<file path="src/rtl/h2r_pkg.sv">
`timescale 1ns / 1ps
`default_nettype none

package h2r_pkg;

  // Number of color channels: red, green, blue in that order.
  localparam int NCH = 3;

  // Segment of the hue ramp that a channel falls in.
  typedef enum logic [1:0] {
    RAMP_RISE,
    RAMP_TOP,
    RAMP_FALL,
    RAMP_BOTTOM
  } ramp_t;

endpackage

`default_nettype wire

</file>
<file path="src/rtl/h2r_hsl_if.sv">
`timescale 1ns / 1ps
`default_nettype none

// Valid/ready channel that carries one HSL pixel per transaction.
interface h2r_hsl_if #(
  parameter int W = 16
) ();
  logic         valid;
  logic         ready;
  logic [W-1:0] hue;
  logic [W-1:0] saturation;
  logic [W-1:0] lightness;

  modport source (output valid, output hue, output saturation, output lightness,
                  input ready);
  modport sink (input valid, input hue, input saturation, input lightness,
                output ready);
endinterface

`default_nettype wire

</file>
<file path="src/rtl/h2r_rgb_if.sv">
`timescale 1ns / 1ps
`default_nettype none

// Valid/ready channel that carries one RGB pixel per transaction.
interface h2r_rgb_if #(
  parameter int W = 16
) ();
  logic         valid;
  logic         ready;
  logic [W-1:0] red;
  logic [W-1:0] green;
  logic [W-1:0] blue;

  modport source (output valid, output red, output green, output blue, input ready);
  modport sink (input valid, input red, input green, input blue, output ready);
endinterface

`default_nettype wire

</file>
<file path="src/rtl/hsl_to_rgb_unit.sv">
`timescale 1ns / 1ps
`default_nettype none

// HSL to RGB pixel converter.
// Input channel hsl (sink) takes one pixel per transaction: hue as a fraction of a
// turn, saturation and lightness with all ones meaning 1.0. Output channel rgb
// (source) gives one pixel per input pixel, in order, at the same scale.
// Both channels use valid/ready; a transaction happens when both are high.
// The datapath is a nine-stage pipeline, stages 0 to 8, that a pixel passes
// through in order before its result is presented. While the receiver keeps
// ready high, a new pixel can be accepted every cycle, giving a throughput of
// one pixel per clock; the rate is set by the pipeline registers around the
// lightness-saturation multiplier and the three ramp multipliers, one pass
// through each per pixel.
// When the receiver drops ready, the pipeline first fills its empty stages and
// keeps accepting pixels until every stage holds one; then hsl.ready goes low.
// Nothing is lost or repeated under a stall.
// The synchronous reset empties the pipeline by clearing the valid bits; the data registers are not reset.
// COMPONENT_BITS must match the W parameter of both interface instances.
module hsl_to_rgb_unit
  import h2r_pkg::*;
#(
  parameter int COMPONENT_BITS = 16
) (
  input  wire logic  clk,
  input  wire logic  rst,
  h2r_hsl_if.sink    hsl,
  h2r_rgb_if.source  rgb
);

  localparam int B      = COMPONENT_BITS;
  localparam int NSTAGE = 9;

  localparam logic [B-1:0]   FULL   = '1;
  localparam logic [B-1:0]   THIRD  = B'(((64'd1 << B) + 64'd1) / 64'd3);
  localparam logic [2*B-1:0] HALF_F = (2*B)'((64'd1 << (B - 1)) - 64'd1);
  localparam logic [2*B:0]   HALFQ  = (2*B+1)'(64'd1 << (B - 1));

  // Pipeline control.
  logic [NSTAGE-1:0] vld;
  logic [NSTAGE:0]   adv;

  // Stage registers.
  logic [2*B-1:0] s0_p;
  logic [B-1:0]   s0_l, s0_s;
  logic           s0_lsmall;
  logic [B-1:0]   s0_t [NCH];

  logic [2*B-1:0] s1_x;
  logic [B-1:0]   s1_l, s1_s;
  logic           s1_lsmall;
  ramp_t          s1_code [NCH];
  logic [B:0]     s1_m [NCH];

  logic [B-1:0]   s2_ls, s2_l, s2_s;
  logic           s2_lsmall;
  ramp_t          s2_code [NCH];
  logic [B:0]     s2_m [NCH];

  logic [B-1:0]   s3_hi, s3_l;
  ramp_t          s3_code [NCH];
  logic [B:0]     s3_m [NCH];

  logic [B-1:0]   s4_hi, s4_lo;
  ramp_t          s4_code [NCH];
  logic [B:0]     s4_m [NCH];

  logic [B-1:0]   s5_span, s5_hi, s5_lo;
  ramp_t          s5_code [NCH];
  logic [B:0]     s5_m [NCH];

  logic [2*B:0]   s6_prod [NCH];
  logic [B-1:0]   s6_hi, s6_lo;
  ramp_t          s6_code [NCH];

  logic [B:0]     s7_r [NCH];
  logic [B-1:0]   s7_hi, s7_lo;
  ramp_t          s7_code [NCH];

  logic [B-1:0]   s8_c [NCH];

  // Next values of the combinational steps.
  logic [B-1:0]   t_next [NCH];
  ramp_t          code_next [NCH];
  logic [B:0]     m_next [NCH];
  logic [2*B:0]   q_sum;
  logic [B:0]     hi_raw;
  logic [B-1:0]   hi_next;
  logic [B+1:0]   lo_diff;
  logic [B-1:0]   lo_next;
  logic [2*B:0]   round_sum [NCH];
  logic [B+1:0]   ch_sum [NCH];
  logic [B-1:0]   c_next [NCH];

  // A stage moves when it is empty or its successor moves.
  always_comb begin
    adv[NSTAGE] = rgb.ready;
    for (int i = NSTAGE - 1; i >= 0; i--) begin
      adv[i] = !vld[i] || adv[i+1];
    end
  end

  assign hsl.ready = adv[0];
  assign rgb.valid = vld[NSTAGE-1];
  assign rgb.red   = s8_c[0];
  assign rgb.green = s8_c[1];
  assign rgb.blue  = s8_c[2];

  // Valid bits travel with the data.
  always_ff @(posedge clk) begin
    if (rst) begin
      vld <= '0;
    end else begin
      if (adv[0]) begin
        vld[0] <= hsl.valid;
      end
      for (int i = 1; i < NSTAGE; i++) begin
        if (adv[i]) begin
          vld[i] <= vld[i-1];
        end
      end
    end
  end

  // Stage 0: hue offsets per channel.
  always_comb begin
    t_next[0] = hsl.hue + THIRD;
    t_next[1] = hsl.hue;
    t_next[2] = hsl.hue - THIRD;
  end

  // Stage 0: lightness times saturation and the lightness half test.
  always_ff @(posedge clk) begin
    if (adv[0]) begin
      s0_p      <= {{B{1'b0}}, hsl.lightness} * {{B{1'b0}}, hsl.saturation};
      s0_l      <= hsl.lightness;
      s0_s      <= hsl.saturation;
      s0_lsmall <= {hsl.lightness, 1'b0} < {1'b0, FULL};
      s0_t      <= t_next;
    end
  end

  // Stage 1: ramp segment and ramp multiplier operand for each channel.
  always_comb begin
    logic [B+2:0] six_t;
    logic [B+1:0] three_t;
    logic [B+2:0] fall_d;
    for (int c = 0; c < NCH; c++) begin
      six_t   = {3'b000, s0_t[c]} * (B+3)'(6);
      three_t = {2'b00, s0_t[c]} * (B+2)'(3);
      fall_d  = ((B+3)'(1) << (B + 2)) - six_t;
      if (six_t[B+2:B] == 3'b000) begin
        code_next[c] = RAMP_RISE;
        m_next[c]    = six_t[B:0];
      end else if (!s0_t[c][B-1]) begin
        code_next[c] = RAMP_TOP;
        m_next[c]    = '0;
      end else if (!three_t[B+1]) begin
        code_next[c] = RAMP_FALL;
        m_next[c]    = fall_d[B:0];
      end else begin
        code_next[c] = RAMP_BOTTOM;
        m_next[c]    = '0;
      end
    end
  end

  always_ff @(posedge clk) begin
    if (adv[1]) begin
      s1_x      <= s0_p + HALF_F;
      s1_l      <= s0_l;
      s1_s      <= s0_s;
      s1_lsmall <= s0_lsmall;
      s1_code   <= code_next;
      s1_m      <= m_next;
    end
  end

  // Stage 2: divide by full scale, exact for quotients below 2^B.
  assign q_sum = {1'b0, s1_x} + (2*B+1)'(s1_x >> B) + (2*B+1)'(1);

  always_ff @(posedge clk) begin
    if (adv[2]) begin
      s2_ls     <= q_sum[2*B-1:B];
      s2_l      <= s1_l;
      s2_s      <= s1_s;
      s2_lsmall <= s1_lsmall;
      s2_code   <= s1_code;
      s2_m      <= s1_m;
    end
  end

  // Stage 3: upper chroma bound, clamped to full scale.
  always_comb begin
    if (s2_lsmall) begin
      hi_raw = {1'b0, s2_l} + {1'b0, s2_ls};
    end else begin
      hi_raw = {1'b0, s2_l} + {1'b0, s2_s} - {1'b0, s2_ls};
    end
    hi_next = hi_raw[B] ? FULL : hi_raw[B-1:0];
  end

  always_ff @(posedge clk) begin
    if (adv[3]) begin
      s3_hi   <= hi_next;
      s3_l    <= s2_l;
      s3_code <= s2_code;
      s3_m    <= s2_m;
    end
  end

  // Stage 4: lower chroma bound, kept between zero and the upper bound.
  always_comb begin
    lo_diff = {1'b0, s3_l, 1'b0} - {2'b00, s3_hi};
    if (lo_diff[B+1]) begin
      lo_next = '0;
    end else if (lo_diff[B:0] > {1'b0, s3_hi}) begin
      lo_next = s3_hi;
    end else begin
      lo_next = lo_diff[B-1:0];
    end
  end

  always_ff @(posedge clk) begin
    if (adv[4]) begin
      s4_hi   <= s3_hi;
      s4_lo   <= lo_next;
      s4_code <= s3_code;
      s4_m    <= s3_m;
    end
  end

  // Stage 5: chroma span.
  always_ff @(posedge clk) begin
    if (adv[5]) begin
      s5_span <= s4_hi - s4_lo;
      s5_hi   <= s4_hi;
      s5_lo   <= s4_lo;
      s5_code <= s4_code;
      s5_m    <= s4_m;
    end
  end

  // Stage 6: one ramp multiplier per channel.
  always_ff @(posedge clk) begin
    if (adv[6]) begin
      for (int c = 0; c < NCH; c++) begin
        s6_prod[c] <= (2*B+1)'(s5_span) * (2*B+1)'(s5_m[c]);
      end
      s6_hi   <= s5_hi;
      s6_lo   <= s5_lo;
      s6_code <= s5_code;
    end
  end

  // Stage 7: round the ramp products to the component scale.
  always_comb begin
    for (int c = 0; c < NCH; c++) begin
      round_sum[c] = s6_prod[c] + HALFQ;
    end
  end

  always_ff @(posedge clk) begin
    if (adv[7]) begin
      for (int c = 0; c < NCH; c++) begin
        s7_r[c] <= round_sum[c][2*B:B];
      end
      s7_hi   <= s6_hi;
      s7_lo   <= s6_lo;
      s7_code <= s6_code;
    end
  end

  // Stage 8: pick the segment value and saturate at full scale.
  always_comb begin
    for (int c = 0; c < NCH; c++) begin
      ch_sum[c] = {2'b00, s7_lo} + {1'b0, s7_r[c]};
      case (s7_code[c])
        RAMP_RISE, RAMP_FALL: begin
          c_next[c] = (ch_sum[c] > {2'b00, FULL}) ? FULL : ch_sum[c][B-1:0];
        end
        RAMP_TOP: begin
          c_next[c] = s7_hi;
        end
        RAMP_BOTTOM: begin
          c_next[c] = s7_lo;
        end
        default: begin
          c_next[c] = s7_lo;
        end
      endcase
    end
  end

  always_ff @(posedge clk) begin
    if (adv[8]) begin
      s8_c <= c_next;
    end
  end

  // An empty first stage always lets a transaction in.
  a_ready_when_empty: assert property (@(posedge clk) disable iff (rst)
    !vld[0] |-> hsl.ready)
    else $error("input not ready although the first stage is empty");

  // The chroma bounds stay ordered once the lower bound is formed.
  a_bounds_ordered: assert property (@(posedge clk) disable iff (rst)
    vld[4] |-> (s4_lo <= s4_hi))
    else $error("lower chroma bound above upper bound");

  // A blocked stage keeps its item.
  a_stall_holds: assert property (@(posedge clk) disable iff (rst)
    vld[5] && !adv[5] |=> vld[5] && $stable(s5_span) && $stable(s5_lo))
    else $error("stalled span stage lost or changed its item");

  // The rounded ramp terms of the red and blue channels never exceed the chroma span.
  a_ramp_in_span: assert property (@(posedge clk) disable iff (rst)
    vld[7] |-> ({1'b0, s7_r[0]} <= {2'b00, s7_hi} - {2'b00, s7_lo}) &&
               ({1'b0, s7_r[2]} <= {2'b00, s7_hi} - {2'b00, s7_lo}))
    else $error("ramp term exceeds chroma span");

endmodule

`default_nettype wire
</file>
<file path="src/flat_wrapper.sv">
// flat-port wrapper written by rule: the top's interface ports become plain ports
module hsl_to_rgb_unit_flat import h2r_pkg::*;
#(
  parameter int COMPONENT_BITS = 16
)
  (clk, rst, hsl_valid, hsl_hue, hsl_saturation, hsl_lightness, hsl_ready, rgb_valid, rgb_red, rgb_green, rgb_blue, rgb_ready);
  h2r_hsl_if hsl_i ();
  h2r_rgb_if rgb_i ();
  input  wire logic clk;
  input  wire logic rst;
  input wire logic [$bits(hsl_i.valid)-1:0] hsl_valid;
  input wire logic [$bits(hsl_i.hue)-1:0] hsl_hue;
  input wire logic [$bits(hsl_i.saturation)-1:0] hsl_saturation;
  input wire logic [$bits(hsl_i.lightness)-1:0] hsl_lightness;
  output wire logic [$bits(hsl_i.ready)-1:0] hsl_ready;
  output wire logic [$bits(rgb_i.valid)-1:0] rgb_valid;
  output wire logic [$bits(rgb_i.red)-1:0] rgb_red;
  output wire logic [$bits(rgb_i.green)-1:0] rgb_green;
  output wire logic [$bits(rgb_i.blue)-1:0] rgb_blue;
  input wire logic [$bits(rgb_i.ready)-1:0] rgb_ready;
  assign hsl_i.valid = hsl_valid;
  assign hsl_i.hue = hsl_hue;
  assign hsl_i.saturation = hsl_saturation;
  assign hsl_i.lightness = hsl_lightness;
  assign hsl_ready = hsl_i.ready;
  assign rgb_valid = rgb_i.valid;
  assign rgb_red = rgb_i.red;
  assign rgb_green = rgb_i.green;
  assign rgb_blue = rgb_i.blue;
  assign rgb_i.ready = rgb_ready;
  hsl_to_rgb_unit #(.COMPONENT_BITS(COMPONENT_BITS)) u_core (.clk(clk), .rst(rst), .hsl(hsl_i), .rgb(rgb_i));
endmodule
</file>
<file path="config.mk">
export PLATFORM = sky130hd
export DESIGN_NAME = hsl_to_rgb_unit_flat
export DESIGN_NICKNAME = d
export VERILOG_FILES = /design/src/rtl/h2r_pkg.sv /design/src/rtl/h2r_hsl_if.sv /design/src/rtl/h2r_rgb_if.sv /design/src/rtl/hsl_to_rgb_unit.sv /design/src/flat_wrapper.sv
export SDC_FILE = /design/constraint.sdc
export NUM_CORES = 2
export LEC_CHECK = 0
export BUFFER_PORTS_ARGS = -buffer_cell sky130_fd_sc_hd__buf_2
export CAP_MARGIN = 20
export CORE_ASPECT_RATIO = 0.7
export CORE_MARGIN = 2
export CORE_UTILIZATION = 33
export DETAILED_ROUTE_END_ITERATION = 12
export SETUP_SLACK_MARGIN = 0.3
export SYNTH_ARGS = -nofsm -noshare
export SYNTH_HDL_FRONTEND = slang
export SYNTH_SLANG_ARGS = --single-unit
</file>
<file path="constraint.sdc">
create_clock -name clk -period 11 [get_ports clk]
set_input_delay 1.65 -clock clk [delete_from_list [all_inputs] [get_ports clk]]
set_output_delay 1.65 -clock clk [all_outputs]
set_load 0.05 [all_outputs]
</file>
Word level (Yosys, flattened, before mapping)
Memory sizes are Yosys's and may differ from the RTL's.
Index checks and enable logic that the tools add are counted.
{ "classes": {"addsub": 19, "multipliers": 10, "order_cmp": 5, "n_eq_ne": 9, "muxes": 27, "bitwise_logic": 3, "n_reduce_logical": 33} }
{ "op_table": {"columns": ["cell", "count"], "rows": [
  ["$mux W17", 10],
  ["$pmux W16 S3", 3],
  ["$mul A16 B2 Y18 const B", 6],
  ["$add A33 B16 Y33 const B", 3],
  ["$mul A16 B17 Y33", 3],
  ["$mux W16", 4],
  ["$add A16 B17 Y18", 3],
  ["$gt A18 B16 Y1 const B", 3],
  ["$sub A1 B17 Y17 const A", 3],
  ["$add A16 B16 Y17", 2],
  ["$add A32 B1 Y32 const B", 1],
  ["$add A32 B15 Y32 const B", 1],
  ["$add A32 B16 Y32", 1],
  ["$mul A16 B16 Y32", 1],
  ["$sub A17 B16 Y18", 1],
  ["$gt A17 B16 Y1", 1],
  ["$lt A17 B16 Y1 const B", 1],
  ["$sub A17 B16 Y17", 1],
  ["$add A16 B15 Y16 const B", 1],
  ["$sub A16 B15 Y16 const B", 1],
  ["$sub A16 B16 Y16", 1],
  ["$eq A2 B2 Y1 const B", 6],
  ["$reduce_or A2 Y1", 6],
  ["$mux W1", 10],
  ["7 further kinds", 33]
]} }
{ "word_totals": {"register_bits": 757, "ram_bits": 150, "inputBits": 52, "output_inout_bits": 50, "wordCells": 188, "memories": 2} }
{ "mem_list": {"columns": ["name", "depth", "word_bits", "read_ports", "rd_clocked_by_memory_dff", "wr", "line_no", "text"], "rows": [
  ["u_core.s6_prod", 3, 33, 3, 0, 3, "hsl_to_rgb_unit.sv:72", "logic [2*B:0] s6_prod [NCH];"],
  ["u_core.s7_r", 3, 17, 3, 0, 3, "hsl_to_rgb_unit.sv:76", "logic [B:0] s7_r [NCH];"]
]} }

Longest topological paths before layout
{ "logic_depth": {"word_depth": 10, "depth_mapped": 25, "depth_no_buf": 23} }

Worst setup path after synthesis
No wires, ideal clock.
{ "synth_timing": {"kind": "input-to-output", "startpoint": "in rgb_ready", "endpoint": "out hsl_ready", "arrival_ns": 8.189, "required_time_ns": 9.350, "slack_ns": 1.161, "path_stages": 6, "n_path_buf": 0, "cell_sequence": "nor2b_1 and2_1 and3_1 nand3_1 nor2_1 nand3_1"} }
{ "synth_between": {"elab_chain_cells": 9} }
{ "synth_lines": {"columns": ["element", "line_no", "text"], "rows": [
  ["start: declaration", "flat_wrapper.sv:20", "input wire logic [$bits(rgb_i.ready)-1:0] rgb_ready;"],
  ["$logic_or A1 B1 Y1 (6 in a row)", "hsl_to_rgb_unit.sv:99", "adv[i] = !vld[i] || adv[i+1];"],
  ["named net u_core.adv[3]", "hsl_to_rgb_unit.sv:41", "logic [NSTAGE:0] adv;"],
  ["$logic_or A1 B1 Y1 (3 in a row)", "hsl_to_rgb_unit.sv:99", null],
  ["end: declaration", "flat_wrapper.sv:15", "output wire logic [$bits(hsl_i.ready)-1:0] hsl_ready;"]
]} }
The timed path passes the listed nets, and every way through them passes these cells.

==> metrics.log <==
[metrics] Total GRT Usage: 0.1557
[metrics] depth of the CTS H-tree: 3
[metrics] placement row count: around 140
[metrics] post-synthesis net count: 7903
[metrics] number of warnings issued by yosys: 0
[metrics] CTS tree: done
[metrics] crit path kind: flip-flop to flip-flop
[metrics] proportion of layout cells with a drive suffix above 1: 0.04884
[metrics] number of antenna violations at the first check in global routing: 20
[metrics] routed wire length: roughly 170 mm
[metrics] Post-Route Setup TNS: 0 ns
[metrics] pin count of the biggest net entering global routing: 89
[metrics] clock insertion delay at the later pin of the skew report: 0.72 ns
[metrics] global-route wire length before repair: roughly 270 mm
[metrics] CP Capture Type: flip-flop
[metrics] number of different library cells in the post-synthesis netlist: 87
[metrics] most instantiated cells after synthesis: 1065 x sky130_fd_sc_hd__inv_1, 837 x sky130_fd_sc_hd__edfxtp_1, 798 x sky130_fd_sc_hd__fa_1
[metrics] overall die area: 218500 sq um
[metrics] Critical Path Fanout Max: 26
[metrics] worst min-delay path class: flip-flop to flip-flop
[metrics] maximum operating frequency: 0.1322 GHz
[metrics] root buffer cell: sky130_fd_sc_hd__clkbuf_16
[metrics] placer congestion estimate: 0.8973
[metrics] worst max-slew margin expressed relative to the limit: 0.2535
[metrics] multi-input combinational cell area: 40770 sq um
[metrics] most frequent cell after synthesis: sky130_fd_sc_hd__inv_1
[metrics] via count of the first global-routing pass: 46310
[metrics] worst hold path cell count: 0
[metrics] clock sink count: 846
[metrics] Finish-stage setup viols: 0
[metrics] startpoint class of the critical path: flip-flop
[metrics] proportion of synthesized flip-flops having asynchronous set or reset: 0
[metrics] number of synthesized register bits: 846
[metrics] via density per instance: between 4 and 5
[metrics] Max Slew Vio Count: 0
[metrics] final net count: 7922
[metrics] post-cts gate resize count: 0
[metrics] number of violations of the max-capacitance limit: 0
[metrics] clock-pin slew on the worst setup and hold paths: 0.08 ns
[metrics] die boundary height: 391.7 um
[metrics] cell area after synthesis: 70860 sq um
[metrics] count of input and output buffers: 101
[metrics] clock buffer count from CTS: 86
[metrics] area used by sequential logic in the layout: roughly 25000 sq um
[metrics] Worst Reg-to-Reg Cells: 24
[metrics] count of flip-flops with a built-in enable after synthesis: approximately 840
[metrics] starting utilization of the core area: 0.3315
[metrics] Synth-to-Final Area Change: 9.586%
[metrics] final clock skew: approximately 0.08 ns
[metrics] number of instances in the synthesized netlist: roughly 6400
[metrics] width of the die: 557.9 um
[metrics] Filler Cells Inserted: between 20000 and 25000
[metrics] share of the cycle needed by the critical path after routing: 0.6878
[metrics] number of primary I/O pins: 102
[metrics] DP Wirelength: about 130 mm
[metrics] core footprint: around 210000 sq um
[metrics] setup repair after global routing missed its margin: no
[metrics] hold violation total from the final report: 0
[metrics] count of antenna-violating nets left after detailed routing: 0
[metrics] register area share after synthesis: 0.3572
[metrics] Mean Syn Cell Area: between 10 and 15 sq um
[metrics] GRT overflow: 0
[metrics] final critical-path required period: 7.566 ns
[metrics] most area-hungry cell type in the Yosys netlist: sky130_fd_sc_hd__edfxtp_1
[metrics] number of detailed-routing iterations run before antenna repair: 5
[metrics] share of the synthesized area in the top cell type: 0.3547
[metrics] most area-consuming cells after synthesis: sky130_fd_sc_hd__edfxtp_1 35%, sky130_fd_sc_hd__fa_1 23%, sky130_fd_sc_hd__ha_1 11%, sky130_fd_sc_hd__inv_1 5.6%, sky130_fd_sc_hd__and2_1 4.4%
[metrics] crit path setup slack, layout: roughly 3.4 ns
[metrics] via count: 45310
[metrics] Placement Setup Slack: 3.148 ns
[metrics] status: finished, final reports clean
[metrics] worst slew pin tran: 1.120 ns
[metrics] arrival time at the worst endpoint: 7.99 ns
[metrics] Setup Fix Bufs, Post-CTS: 0
[metrics] hold-fix buffer count after cts: 0
[metrics] iteration-0 DRC count of the detailed router: 3451
[metrics] maximum count of clock buffers along a single path: 3
[metrics] most frequently used flop master after synthesis: sky130_fd_sc_hd__edfxtp_1
[metrics] Post-route DRC: 0
[metrics] worst endpoint required time: between 10 and 15 ns
[metrics] detail-routed net length per standard cell: 17.80 um
==> cell families after synthesis <==
group,Yosys count,synth area share
compound gates,702,0.06703
xor+xnor,325,0.04017
fa+ha+maj,1405,0.3326
buf+inv,1278,0.06805
flops,846,0.3572
mux,43,0.006109
simple gates,1847,0.1288
==> final cells by class <==
cell class | instances | area share
Antenna cell | 7 | 0.0002256
Clock buffer | 98 | 0.02829
Clock inverter | 57 | 0.01134
Inverter | 1066 | 0.05161
Multi-Input combinational cell | 4322 | 0.5250
Sequential cell | 846 | 0.3260
Tap cell | 2880 | 0.04641
Timing Repair Buffer | 143 | 0.01109
==> path summary, 6_finish.rpt <==
check                                                        to  slack (ns)                   startpoint
worst max-delay path            u_core.s6_prod[0][32]$_DFFE_PP_        3.43  u_core.s5_span[7]$_DFFE_PP_
worst min-delay path                  u_core.s7_hi[3]$_DFFE_PP_        0.35    u_core.s6_hi[3]$_DFFE_PP_
worst max register to register  u_core.s6_prod[0][32]$_DFFE_PP_        3.43  u_core.s5_span[7]$_DFFE_PP_
worst min register to register        u_core.s7_hi[3]$_DFFE_PP_        0.35    u_core.s6_hi[3]$_DFFE_PP_
==> flip-flops by register name, summed over array words and instances (netlist names), 32 cells and up <==
signal          flops
u_core.s4_m        48
u_core.s3_m        48
u_core.s2_m        48
u_core.s0_p        32
u_core.s6_prod     54
u_core.s7_r        51
u_core.s1_x        32
u_core.s0_t        47
u_core.s5_m        48
u_core.s1_m        48
==> critical path, stage by stage (launching register included) <==
cell and delay [ns]:
sky130_fd_sc_hd__edfxtp_1 0.84, sky130_fd_sc_hd__buf_4 0.47, sky130_fd_sc_hd__nand2_1 0.13, sky130_fd_sc_hd__fa_1 0.45, sky130_fd_sc_hd__inv_1 0.09, sky130_fd_sc_hd__fa_1 0.18, sky130_fd_sc_hd__inv_1 0.05, sky130_fd_sc_hd__fa_1 0.47
sky130_fd_sc_hd__inv_1 0.05, sky130_fd_sc_hd__fa_1 0.50, sky130_fd_sc_hd__fa_1 0.51, sky130_fd_sc_hd__inv_1 0.06, sky130_fd_sc_hd__fa_1 0.48, sky130_fd_sc_hd__inv_1 0.04, sky130_fd_sc_hd__ha_1 0.30, sky130_fd_sc_hd__a2111oi_0 0.40
sky130_fd_sc_hd__o221ai_1 0.20, sky130_fd_sc_hd__a21oi_1 0.26, sky130_fd_sc_hd__o21a_1 0.37, sky130_fd_sc_hd__o21ai_0 0.25, sky130_fd_sc_hd__a21oi_1 0.35, sky130_fd_sc_hd__o21ai_0 0.18, sky130_fd_sc_hd__or3_1 0.35, sky130_fd_sc_hd__a31oi_1 0.20
sky130_fd_sc_hd__xnor2_1 0.08
==> through the flow <==
| step | hold WS, ns | cell area, sq um | utilization | std cells |
|---|---|---|---|---|
| after floorplan | 0.4003 | 70860 | - | 6446 |
| after global routing | 0.3648 | 77640 | 0.3633 | 9415 |
| after CTS | 0.3506 | 77580 | 0.3630 | 9410 |
| final | 0.3533 | 77650 | 0.3633 | 9419 |
| after global placement | 0.4006 | 74500 | 0.3486 | 9255 |
| after detailed placement | 0.4045 | 74500 | 0.3486 | 9255 |
==> metal layers <==
layer  global-route usage  part of all wire  vias up
met1               0.2461              0.51    22470
met5                    0           0.00061        -
met4              0.02914             0.015       18
li1                     -                 -    21180
met2               0.2162              0.40     1459
met3              0.03240             0.079      184
==> cell usage in the layout (no fill, tap or decap), types with 22 or more instances in the layout <==
cell | netlist | layout
sky130_fd_sc_hd__nand2b_1 | 68 | 68
sky130_fd_sc_hd__mux2i_1 | 41 | 41
sky130_fd_sc_hd__o21bai_1 | 22 | 22
sky130_fd_sc_hd__o21a_1 | 65 | 65
sky130_fd_sc_hd__buf_4 | 1 | 40
sky130_fd_sc_hd__buf_2 | 5 | 101
sky130_fd_sc_hd__o211ai_1 | 79 | 79
sky130_fd_sc_hd__a21oi_1 | 156 | 156
sky130_fd_sc_hd__or3_1 | 33 | 33
sky130_fd_sc_hd__inv_1 | 1065 | 1061
sky130_fd_sc_hd__xor2_1 | 101 | 101
sky130_fd_sc_hd__and3_1 | 32 | 32
sky130_fd_sc_hd__nand2_1 | 672 | 669
sky130_fd_sc_hd__a31oi_1 | 22 | 22
sky130_fd_sc_hd__o21ai_0 | 111 | 111
sky130_fd_sc_hd__a21o_1 | 83 | 83
sky130_fd_sc_hd__nor3_1 | 70 | 70
sky130_fd_sc_hd__fa_1 | 798 | 798
sky130_fd_sc_hd__clkbuf_16 | 0 | 86
sky130_fd_sc_hd__edfxtp_1 | 837 | 837
sky130_fd_sc_hd__and2_1 | 498 | 498
sky130_fd_sc_hd__ha_1 | 607 | 607
sky130_fd_sc_hd__nand4_1 | 40 | 40
sky130_fd_sc_hd__nand3_1 | 88 | 86
sky130_fd_sc_hd__xnor2_1 | 224 | 224
sky130_fd_sc_hd__nor2b_1 | 34 | 34
sky130_fd_sc_hd__nor2_1 | 247 | 247
sky130_fd_sc_hd__a211oi_1 | 25 | 25
Power is not shown: default switching activity piles up to over one toggle a cycle in this logic, so the estimate is an artifact.
